### config.mk
export PLATFORM = sky130hd
export DESIGN_NAME = pixel_grayscale_converter
export DESIGN_NICKNAME = d
export VERILOG_FILES = /design/src/rtl/gsc_pkg.sv /design/src/rtl/gsc_luma.sv /design/src/rtl/gsc_pal_avg.sv /design/src/rtl/pixel_grayscale_converter.sv
export VERILOG_INCLUDE_DIRS = /design/src /design/src/rtl
export SDC_FILE = /design/constraint.sdc
export NUM_CORES = 1
export LEC_CHECK = 0
export CORE_ASPECT_RATIO = 0.75
export CORE_MARGIN = 2
export CORE_UTILIZATION = 69
export DETAILED_ROUTE_END_ITERATION = 12
export DONT_BUFFER_PORTS = 1
export GPL_TIMING_DRIVEN = 0
export PLACE_DENSITY = 0.86
export SYNTH_ARGS = -nofsm -noshare
export SYNTH_HDL_FRONTEND = slang
export SYNTH_HIERARCHICAL = 1
export SYNTH_SLANG_ARGS = --single-unit
### constraint.sdc
create_clock -name clk_i -period 11.2 [get_ports clk_i]
set_clock_uncertainty 0.1 [all_clocks]
set_input_delay 2.24 -clock clk_i [delete_from_list [all_inputs] [get_ports clk_i]]
set_output_delay 2.24 -clock clk_i [all_outputs]
set_load 0.05 [all_outputs]
### src/rtl/assert_macros.svh
// Assertion helpers, clocked on clk_i and held off while rst_ni is low
`ifndef ASSERT_MACROS_SVH
`define ASSERT_MACROS_SVH

// Property checked on every rising edge of clk_i
`define GSC_ASSERT(lbl, prop, msg) \
  lbl: assert property (@(posedge clk_i) disable iff (!rst_ni) (prop)) else $error(msg);

// Property that must hold whenever the guard is high
`define GSC_ASSERT_WHEN(lbl, guard, prop, msg) \
  lbl: assert property (@(posedge clk_i) disable iff (!rst_ni) (guard) |-> (prop)) \
    else $error(msg);

`endif

### src/rtl/gsc_pkg.sv
package gsc_pkg;

  localparam int LumaTableDepth = 256;
  localparam int LumaIdxW       = $clog2(LumaTableDepth);

  localparam int ModeW = 2;

  localparam logic [ModeW-1:0] FmtPalette = 2'd0;
  localparam logic [ModeW-1:0] FmtRgb16   = 2'd1;
  localparam logic [ModeW-1:0] FmtRgb24   = 2'd2;
  localparam logic [ModeW-1:0] FmtRgb32   = 2'd3;

  localparam int PixelW = 32;
  localparam int PalW   = 10;

  // weights in thousandths
  localparam int WeightRed   = 302;
  localparam int WeightGreen = 589;
  localparam int WeightBlue  = 114;
  localparam int LumaDiv     = 1000;

  // x / 3 == (x * 2731) >> 13 for x < 8192
  localparam int DivThreeMul   = 2731;
  localparam int DivThreeShift = 13;

  typedef logic [LumaTableDepth-1:0][7:0] luma_table_t;

  // entry i of a luma ROM: floor(i * weight / 1000)
  function automatic luma_table_t luma_table(input int weight);
    luma_table_t t;
    for (int i = 0; i < LumaTableDepth; i++) begin
      t[i] = 8'((i * weight) / LumaDiv);
    end
    return t;
  endfunction

  localparam luma_table_t LumaRomRed   = luma_table(WeightRed);
  localparam luma_table_t LumaRomGreen = luma_table(WeightGreen);
  localparam luma_table_t LumaRomBlue  = luma_table(WeightBlue);

endpackage

### src/rtl/gsc_luma.sv
module gsc_luma import gsc_pkg::*; (
  input  logic [ModeW-1:0]  mode_i,
  input  logic [PixelW-1:0] pixel_word_i,
  output logic [PixelW-1:0] pixel_out_o
);

  logic [LumaIdxW-1:0] red, green, blue;
  logic [8:0]          sum;
  logic [7:0]          gray;
  logic [7:0]          half;
  logic [15:0]         pack16;

  always_comb begin
    case (mode_i)
      FmtRgb16: begin
        red   = {2'b00, pixel_word_i[4:0], 1'b0};
        green = {3'b000, pixel_word_i[10:6]};
        blue  = {2'b00, pixel_word_i[15:11], 1'b0};
      end
      FmtRgb24: begin
        red   = pixel_word_i[23:16];
        green = pixel_word_i[15:8];
        blue  = pixel_word_i[7:0];
      end
      FmtRgb32: begin
        red   = pixel_word_i[31:24];
        green = pixel_word_i[23:16];
        blue  = pixel_word_i[15:8];
      end
      default: begin
        red   = '0;
        green = '0;
        blue  = '0;
      end
    endcase
  end

  assign sum  = 9'(LumaRomRed[red]) + 9'(LumaRomGreen[green]) + 9'(LumaRomBlue[blue]);
  assign gray = sum[8] ? 8'hFF : sum[7:0];
  assign half = {1'b0, gray[7:1]};

  // fields overlap in 565 packing, so add rather than OR
  assign pack16 = 16'((19'(half) << 11) + (19'(gray) << 5) + 19'(half));

  always_comb begin
    case (mode_i)
      FmtRgb16: pixel_out_o = {16'h0000, pack16};
      FmtRgb24: pixel_out_o = {8'h00, gray, gray, gray};
      FmtRgb32: pixel_out_o = {gray, gray, gray, 8'h00};
      default:  pixel_out_o = '0;
    endcase
  end

endmodule

### src/rtl/gsc_pal_avg.sv
module gsc_pal_avg import gsc_pkg::*; (
  input  logic [PalW-1:0] pal_red_i,
  input  logic [PalW-1:0] pal_green_i,
  input  logic [PalW-1:0] pal_blue_i,
  output logic [PalW-1:0] pal_gray_o
);

  localparam int SumW  = PalW + 2;
  localparam int ProdW = SumW + 12;

  logic [SumW-1:0]  sum;
  logic [ProdW-1:0] prod;

  assign sum  = SumW'(pal_red_i) + SumW'(pal_green_i) + SumW'(pal_blue_i);
  assign prod = ProdW'(sum) * ProdW'(DivThreeMul);
  assign pal_gray_o = prod[DivThreeShift +: PalW];

endmodule

### src/rtl/pixel_grayscale_converter.sv
// Gray conversion of one pixel or palette entry per word. Throughput is one word per
// clock while the output is not stalled. An input register is followed by a result
// register, with the luma ROM lookups, the saturating sum and the repacking (or the
// divide by three of the palette average) between them. in_ready_o follows out_ready_i
// combinationally, so a stalled output holds back the input only once both registers
// are full. format_mode_i selects palette, 16-, 24- or 32-bit pixels and resets to palette;
// the user must write it through the cfg port while no word is in flight; the block does not enforce it.
`include "assert_macros.svh"

module pixel_grayscale_converter import gsc_pkg::*; (
  input  logic              clk_i,
  input  logic              rst_ni,

  input  logic              cfg_valid_i,
  output logic              cfg_ready_o,
  input  logic [ModeW-1:0]  format_mode_i,

  input  logic              in_valid_i,
  output logic              in_ready_o,
  input  logic [PixelW-1:0] pixel_word_i,
  input  logic [PalW-1:0]   pal_red_i,
  input  logic [PalW-1:0]   pal_green_i,
  input  logic [PalW-1:0]   pal_blue_i,

  output logic              out_valid_o,
  input  logic              out_ready_i,
  output logic [PixelW-1:0] pixel_out_o,
  output logic [PalW-1:0]   pal_gray_o
);

  logic [ModeW-1:0]  mode_q;

  logic              s1_valid_q, s1_valid_d;
  logic [PixelW-1:0] pixel_word_q;
  logic [PalW-1:0]   pal_red_q, pal_green_q, pal_blue_q;

  logic              out_valid_q, out_valid_d;
  logic [PixelW-1:0] pixel_out_q;
  logic [PalW-1:0]   pal_gray_q;

  logic              s1_ready, s2_ready;
  logic [PixelW-1:0] luma_pixel;
  logic [PalW-1:0]   avg_gray;

  assign cfg_ready_o = 1'b1;

  always_ff @(posedge clk_i or negedge rst_ni) begin
    if (!rst_ni) begin
      mode_q <= FmtPalette;
    end else if (cfg_valid_i) begin
      mode_q <= format_mode_i;
    end
  end

  assign s2_ready   = !out_valid_q || out_ready_i;
  assign s1_ready   = !s1_valid_q || s2_ready;
  assign in_ready_o = s1_ready;

  assign s1_valid_d  = s1_ready ? in_valid_i : s1_valid_q;
  assign out_valid_d = s2_ready ? s1_valid_q : out_valid_q;

  always_ff @(posedge clk_i or negedge rst_ni) begin
    if (!rst_ni) begin
      s1_valid_q  <= 1'b0;
      out_valid_q <= 1'b0;
    end else begin
      s1_valid_q  <= s1_valid_d;
      out_valid_q <= out_valid_d;
    end
  end

  always_ff @(posedge clk_i) begin
    if (in_valid_i && s1_ready) begin
      pixel_word_q <= pixel_word_i;
      pal_red_q    <= pal_red_i;
      pal_green_q  <= pal_green_i;
      pal_blue_q   <= pal_blue_i;
    end
  end

  gsc_luma u_luma (
    .mode_i       (mode_q),
    .pixel_word_i (pixel_word_q),
    .pixel_out_o  (luma_pixel)
  );

  gsc_pal_avg u_pal_avg (
    .pal_red_i   (pal_red_q),
    .pal_green_i (pal_green_q),
    .pal_blue_i  (pal_blue_q),
    .pal_gray_o  (avg_gray)
  );

  always_ff @(posedge clk_i) begin
    if (s1_valid_q && s2_ready) begin
      pixel_out_q <= luma_pixel;
      pal_gray_q  <= (mode_q == FmtPalette) ? avg_gray : '0;
    end
  end

  assign out_valid_o = out_valid_q;
  assign pixel_out_o = pixel_out_q;
  assign pal_gray_o  = pal_gray_q;

  `GSC_ASSERT_WHEN(a_stall_keeps_word, s1_valid_q && out_valid_q && !out_ready_i,
    ##1 s1_valid_q, "input register dropped a word during output stall")
  `GSC_ASSERT_WHEN(a_ready_only_when_full, !in_ready_o, s1_valid_q && out_valid_q,
    "input held off with a free register")
  `GSC_ASSERT_WHEN(a_palette_pixel_zero, out_valid_o && mode_q == FmtPalette,
    pixel_out_o == '0, "pixel word not zero in palette mode")
  `GSC_ASSERT_WHEN(a_pixel_pal_zero, out_valid_o && mode_q != FmtPalette,
    pal_gray_o == '0, "palette gray not zero in pixel mode")

endmodule
# [Word-level counts from Yosys, hierarchy flattened]
# Memories as Yosys holds them, arrays and structs flattened.
# Cells that the tools add are included.
[word_totals] elab_cells=40 ff_bits=108 output_inout_bits=45 n_memories=3 mem_bits_ro=6144
[classes] addsub=6 mux=8 mul=1 order_cmp=3 eq_ne=3 n_reduce_logical=7
[memory_table] name="(no name shown)" depth=256 word_bits=8 read_ports=1 rd_clocked_by_memory_dff=0 wr=0 line="gsc_luma.sv:38" rtl="assign sum = 9'(LumaRomRed[red]) + 9'(LumaRomGreen[green]) + 9'(LumaRomBlue[blue]);"
[memory_table] name="(no name shown)" depth=256 word_bits=8 read_ports=1 rd_clocked_by_memory_dff=0 wr=0 line="gsc_luma.sv:38"
[memory_table] name="(no name shown)" depth=256 word_bits=8 read_ports=1 rd_clocked_by_memory_dff=0 wr=0 line="gsc_luma.sv:38"
[ops] cell="$pmux W32 S3" count=1
[ops] cell="$pmux W8 S3" count=3
[ops] cell="$mux W8" count=4
[ops] cell="$lt A8 B9 Y1 const B" count=3
[ops] cell="$mul A12 B12 Y23 const B" count=1
[ops] cell="$add A16 B13 Y16" count=1
[ops] cell="$add A16 B7 Y16" count=1
[ops] cell="$add A12 B10 Y12" count=1
[ops] cell="$add A10 B10 Y11" count=1
[ops] cell="$add A8 B8 Y9" count=1
[ops] cell="$add A9 B8 Y9" count=1
[ops] cell="$eq A2 B2 Y1 const B" count=2
[ops] cell="$eq A2 B1 Y1 const B" count=1
[ops] cell="$logic_and A1 B1 Y1" count=2
[ops] cell="$logic_not A1 Y1" count=2
[ops] cell="$logic_not A2 Y1" count=1
[ops] cell="$logic_or A1 B1 Y1" count=2

# [Logic depth before layout (Yosys ltp)]
[logic_depth] depth_word=10 mapped_depth=30

# [By module]
# Netlist, hierarchy kept.
[by_module_without_submodules] module="gsc_luma" cells_per_inst=747 n_inst=1 area_each_um2=4974.8
[by_module_without_submodules] module="pixel_grayscale_converter" cells_per_inst=129 n_inst=1 area_each_um2=3384.5
[by_module_without_submodules] module="gsc_pal_avg" cells_per_inst=360 n_inst=1 area_each_um2=3301.9

# [Least setup slack after synthesis]
# OpenSTA, ideal clock, no wires.
[synth_path] path_type="register -> register" startpoint="register mode_q[0]" endpoint="register pixel_out_q[12], in the netlist pixel_out_o[12], data pin" stages_incl_launch_ff=31 slack_ns=4.299 arrival_time_ns=6.542 required_ns=10.841 cell_sequence="dfrtp_1 -> buf_6 -> buf_4 -> buf_4 -> buf_2 -> mux2_2 -> a22oi_1 -> inv_1 -> ha_1 -> clkbuf_1 -> and2_1 -> o311ai_0 -> o311ai_1 -> nor4_1 -> a211oi_1 -> fa_1 -> inv_1 -> ha_1 -> fa_1 -> a21o_1 -> a21oi_1 -> o21bai_1 -> a21oi_1 -> xnor2_1 -> nor2_1 -> inv_1 -> ha_1 -> a21oi_1 -> nor2_1 -> a31o_2 -> a211o_1"
[synth_between] elab_chain_cells=10 elab_cells_between_ends=18
[synth_lines] element="start, declared" line="pixel_grayscale_converter.sv:31" rtl="logic [ModeW-1:0] mode_q;"
[synth_lines] element="start signal, assigned" line="pixel_grayscale_converter.sv:49" rtl="mode_q <= FmtPalette;"
[synth_lines] element="start signal, assigned" line="pixel_grayscale_converter.sv:51" rtl="mode_q <= format_mode_i;"
[synth_lines] element="$eq A2 B2 Y1 / $eq A2 B1 Y1 (equally long branches)" line="gsc_luma.sv:14, gsc_luma.sv:46"
[synth_lines] element="$pmux W8 S3" line="gsc_luma.sv:14" rtl="case (mode_i)"
[synth_lines] element="$mem_v2 Z256 W8"
[synth_lines] element="$mux W8 (implied by the code)" line="gsc_luma.sv:38"
[synth_lines] element="$add A8 B8 Y9" line="gsc_luma.sv:38"
[synth_lines] element="$add A9 B8 Y9" line="gsc_luma.sv:38"
[synth_lines] element="$mux W8" line="gsc_luma.sv:39" rtl="assign gray = sum[8] ? 8'hFF : sum[7:0];"
[synth_lines] element="$add A16 B13 Y16" line="gsc_luma.sv:43" rtl="assign pack16 = 16'((19'(half) << 11) + (19'(gray) << 5) + 19'(half));"
[synth_lines] element="$add A16 B7 Y16" line="gsc_luma.sv:43"
[synth_lines] element="$pmux W32 S3 *" line="gsc_luma.sv:46" rtl="case (mode_i)"
[synth_lines] element="named net luma_pixel[12]" line="pixel_grayscale_converter.sv:42" rtl="logic [PixelW-1:0] luma_pixel;"
[synth_lines] element="end signal, assigned" line="pixel_grayscale_converter.sv:96" rtl="pixel_out_q <= luma_pixel;"
[synth_lines] element="end, declared" line="pixel_grayscale_converter.sv:38" rtl="logic [PixelW-1:0] pixel_out_q;"
# Mark *: on every way through the listed nets, which the timed path passes. The rest lies on a longest branch. The select of a mux whose other input is x is not followed.
# A chain may end at the register's enable or synchronous reset.

# [Worst setup path after layout]
[layout_path] startpoint="register mode_q[1]" endpoint="register pixel_out_q[14], in the netlist pixel_out_o[14], data pin"
# The elaborated chain is that of the path after synthesis.

==> out/metrics.yaml <==
detail_route.first_pass.iterations: 7
max_freq_mhz: 112
totalWireLength_um: 32800
grt_pass1_vias: 9594
place_congestion: 1.10
initial_utilization_pct: 69.9
synth_top_flop_cell: "edfxtp_1"
synth_most_common_cell: "ha_1"
arrival_ps: 8920
cts_num_sinks: 108
ys_warn_count: 6
antenna_left: 0
finalCritPeriodShare_pct: 79.7
dr_total_vias: 10367
clk_latency_ps: 360
gr-usage-all-layers_pct: 36.7
setup_viol: 0
numCtsBuffers: 9
die_y_um: 117
slew_viol_final: 0
clk_path_buf_depth: 2
cts_setup_buffers: 0
synth_area_leaders: "edfxtp_1 (27%), ha_1 (12%), fa_1 (9.1%)"
finalSetupTns_ps: 0
status: "finished clean"
io_pins: 114
tightest_slew_ps: 1050
hold_path.class: "reg2reg"
ys_types: 91
root_buffer: "clkbuf_16"
syn-cell-area_mm2: 0.0117
postLayoutSetupSlackWorst_ps: 2280
criticalPathCategory: "reg2reg"
seq_area_frac_synth_pct: 27.6
maxCapViolCount: 0
io_buffer_count: 0
core_mm2: 0.0167
place_ws_ps: 2780
synth_nets: 1474
grt_pass1_wl_um: 51700
wl_per_cell_um: 22.3
seqCellArea_mm2: 0.00322
antenna_found_initial: 1
fillers: 1137
holdBufCountCts: 0
worstSetupEndpointType: "flip-flop"
slew_headroom_pct: 28.0
dieArea_mm2: 0.0180
gr-total-overflow: 0
synth-seq-cells: 108
async_flop_share_pct: 3.70
crit_required_ps: 11190
synth_commonest_cells: "ha_1 (116), inv_1 (106), edfxtp_1 (104)"
rsz0062_at_grt: "no"
finalNetCount: 1485
min_period_ps: 8920
cts_tree: "yes"
drc: 0
drt_iter0_drc: 1404
startpoint_type: "flip-flop"
cts_resized: 0
multi_input_area_mm2: 0.00763
viasPerCell: 7.06
cp_max_fo: 10
grt_max_degree: 63
syn-mean-instance-area_um2: 9.43
die_x_um: 154
synth_top_area_share_pct: 26.8
rows: 41
finalHoldViolations: 0
netlist_instances: 1236
synth_edf_count: 104
synthToLayoutAreaGrowth_pct: 4.96
dp_hpwl_um: 24900
yosys.area.top_type: "edfxtp_1"
cts.clk_slew.worst_paths_ps: 80
h-tree-depth: 3
layout-drive-gt1-share_pct: 9.66
==> kinds of logic (layout without fill, tap and decap cells) <==
logic type / after synthesis / count (layout) / share of synthesized area [%]
AOI/OAI and AO/OA: 376 / 376 / 22.9
DFF: 108 / 108 / 27.6
muxes: 53 / 53 / 5.13
adders and majority gates: 169 / 169 / 21.5
and+or+nand+nor: 293 / 293 / 12.1
other: 1 / 3 / 0.0322
buffers and inverters: 190 / 206 / 6.90
xor gates and xnor gates: 46 / 46 / 3.71
==> per-layer routing <==
layer	track usage, %	part of all wire, %	up-vias
met2	52.7	41	795
li1	-	-	4618
met3	12.6	14	84
met1	53.8	44	4870
met5	0.529	0	-
met4	7.98	1.8	0
==> placed cells by master, fill, tap and decap left out, types with 9 or more instances in the layout <==
master,n
xnor2_1,28
o211ai_1,18
nor3_1,20
clkbuf_1,32
a21oi_1,70
o221ai_1,11
o22ai_1,20
mux2_2,24
and2_1,24
a22oi_1,10
ha_1,116
a31oi_1,9
buf_2,31
o311ai_0,10
nor2_1,101
a211oi_1,26
inv_1,106
nand3_1,23
xor2_1,14
a21o_1,13
a221oi_1,12
fa_1,53
o21ai_0,69
nand2_1,64
mux2i_1,23
clkbuf_16,9
edfxtp_1,104
a22o_1,9
==> final timing paths <==
| check | startpoint | to | cells past startpoint | slack (ps) |
|---|---|---|---|---|
| worst min-delay path | s1_valid_q$_DFFE_PN0P_ | out_valid_o$_DFFE_PN0P_ | 1 | 460 |
| worst max register to register | mode_q[1]$_DFFE_PN0P_ | pixel_out_o[14]$_DFFE_PP_ | 26 | 2280 |
| worst min register to register | s1_valid_q$_DFFE_PN0P_ | out_valid_o$_DFFE_PN0P_ | 1 | 460 |
| min in group asynchronous | rst_ni | mode_q[1]$_DFFE_PN0P_ | 0 | 1470 |
| max in group asynchronous | rst_ni | mode_q[0]$_DFFE_PN0P_ | 0 | 9460 |
| worst max-delay path | mode_q[1]$_DFFE_PN0P_ | pixel_out_o[14]$_DFFE_PP_ | 26 | 2280 |
==> through the flow <==
stage          utilization (%)  instances  cell area (µm²)  hold slack (ps)
6_report                  73.4       1469            12200              463
5_1_grt                   73.4       1467            12200              488
4_1_cts                   73.4       1467            12200              467
3_5_place_dp              71.6       1451            11900              455
3_3_place_gp              71.6       1451            11900              428
2_1_floorplan                -       1236            11700              411
==> layout make-up <==
| type | count | share of cell area (%) |
|---|---|---|
| Clock inverter | 6 | 0.521 |
| Sequential cell | 108 | 26.3 |
| Buffer | 78 | 3.14 |
| Inverter | 112 | 3.43 |
| Antenna cell | 2 | 0.0409 |
| Clock buffer | 10 | 1.95 |
| Multi-Input combinational cell | 938 | 62.4 |
| Tap cell | 215 | 2.20 |
==> sequential cells by signal, summed over array words and instances, names as in the netlist <==
| name | flops |
|---|---|
| out_valid_o | 1 |
| pal_green_q | 10 |
| mode_q | 2 |
| pixel_word_q | 32 |
| s1_valid_q | 1 |
| pal_red_q | 10 |
| pal_gray_o | 10 |
| pixel_out_o | 32 |
| pal_blue_q | 10 |
==> critical path, cell delays in order (launching register included) <==
cell and delay, ps:
dfrtp_1 490, buf_2 310, buf_2 310, buf_2 280, buf_2 300, a22oi_1 210
ha_1 280, clkbuf_1 290, mux2i_1 500, mux2i_1 130, a2111oi_0 960, nor4_1 120
a211oi_1 570, fa_1 280, inv_1 70, ha_1 280, a21o_1 170, a21o_1 190
a311o_1 450, a21o_1 260, nor2_1 480, inv_1 140, ha_1 430, nand2_1 100
a2111oi_0 640, or3_1 210, nand3_1 100
Power is left out: the tool's default activity adds up to more than one toggle a clock period on the data nets, which glitch-free logic cannot reach.
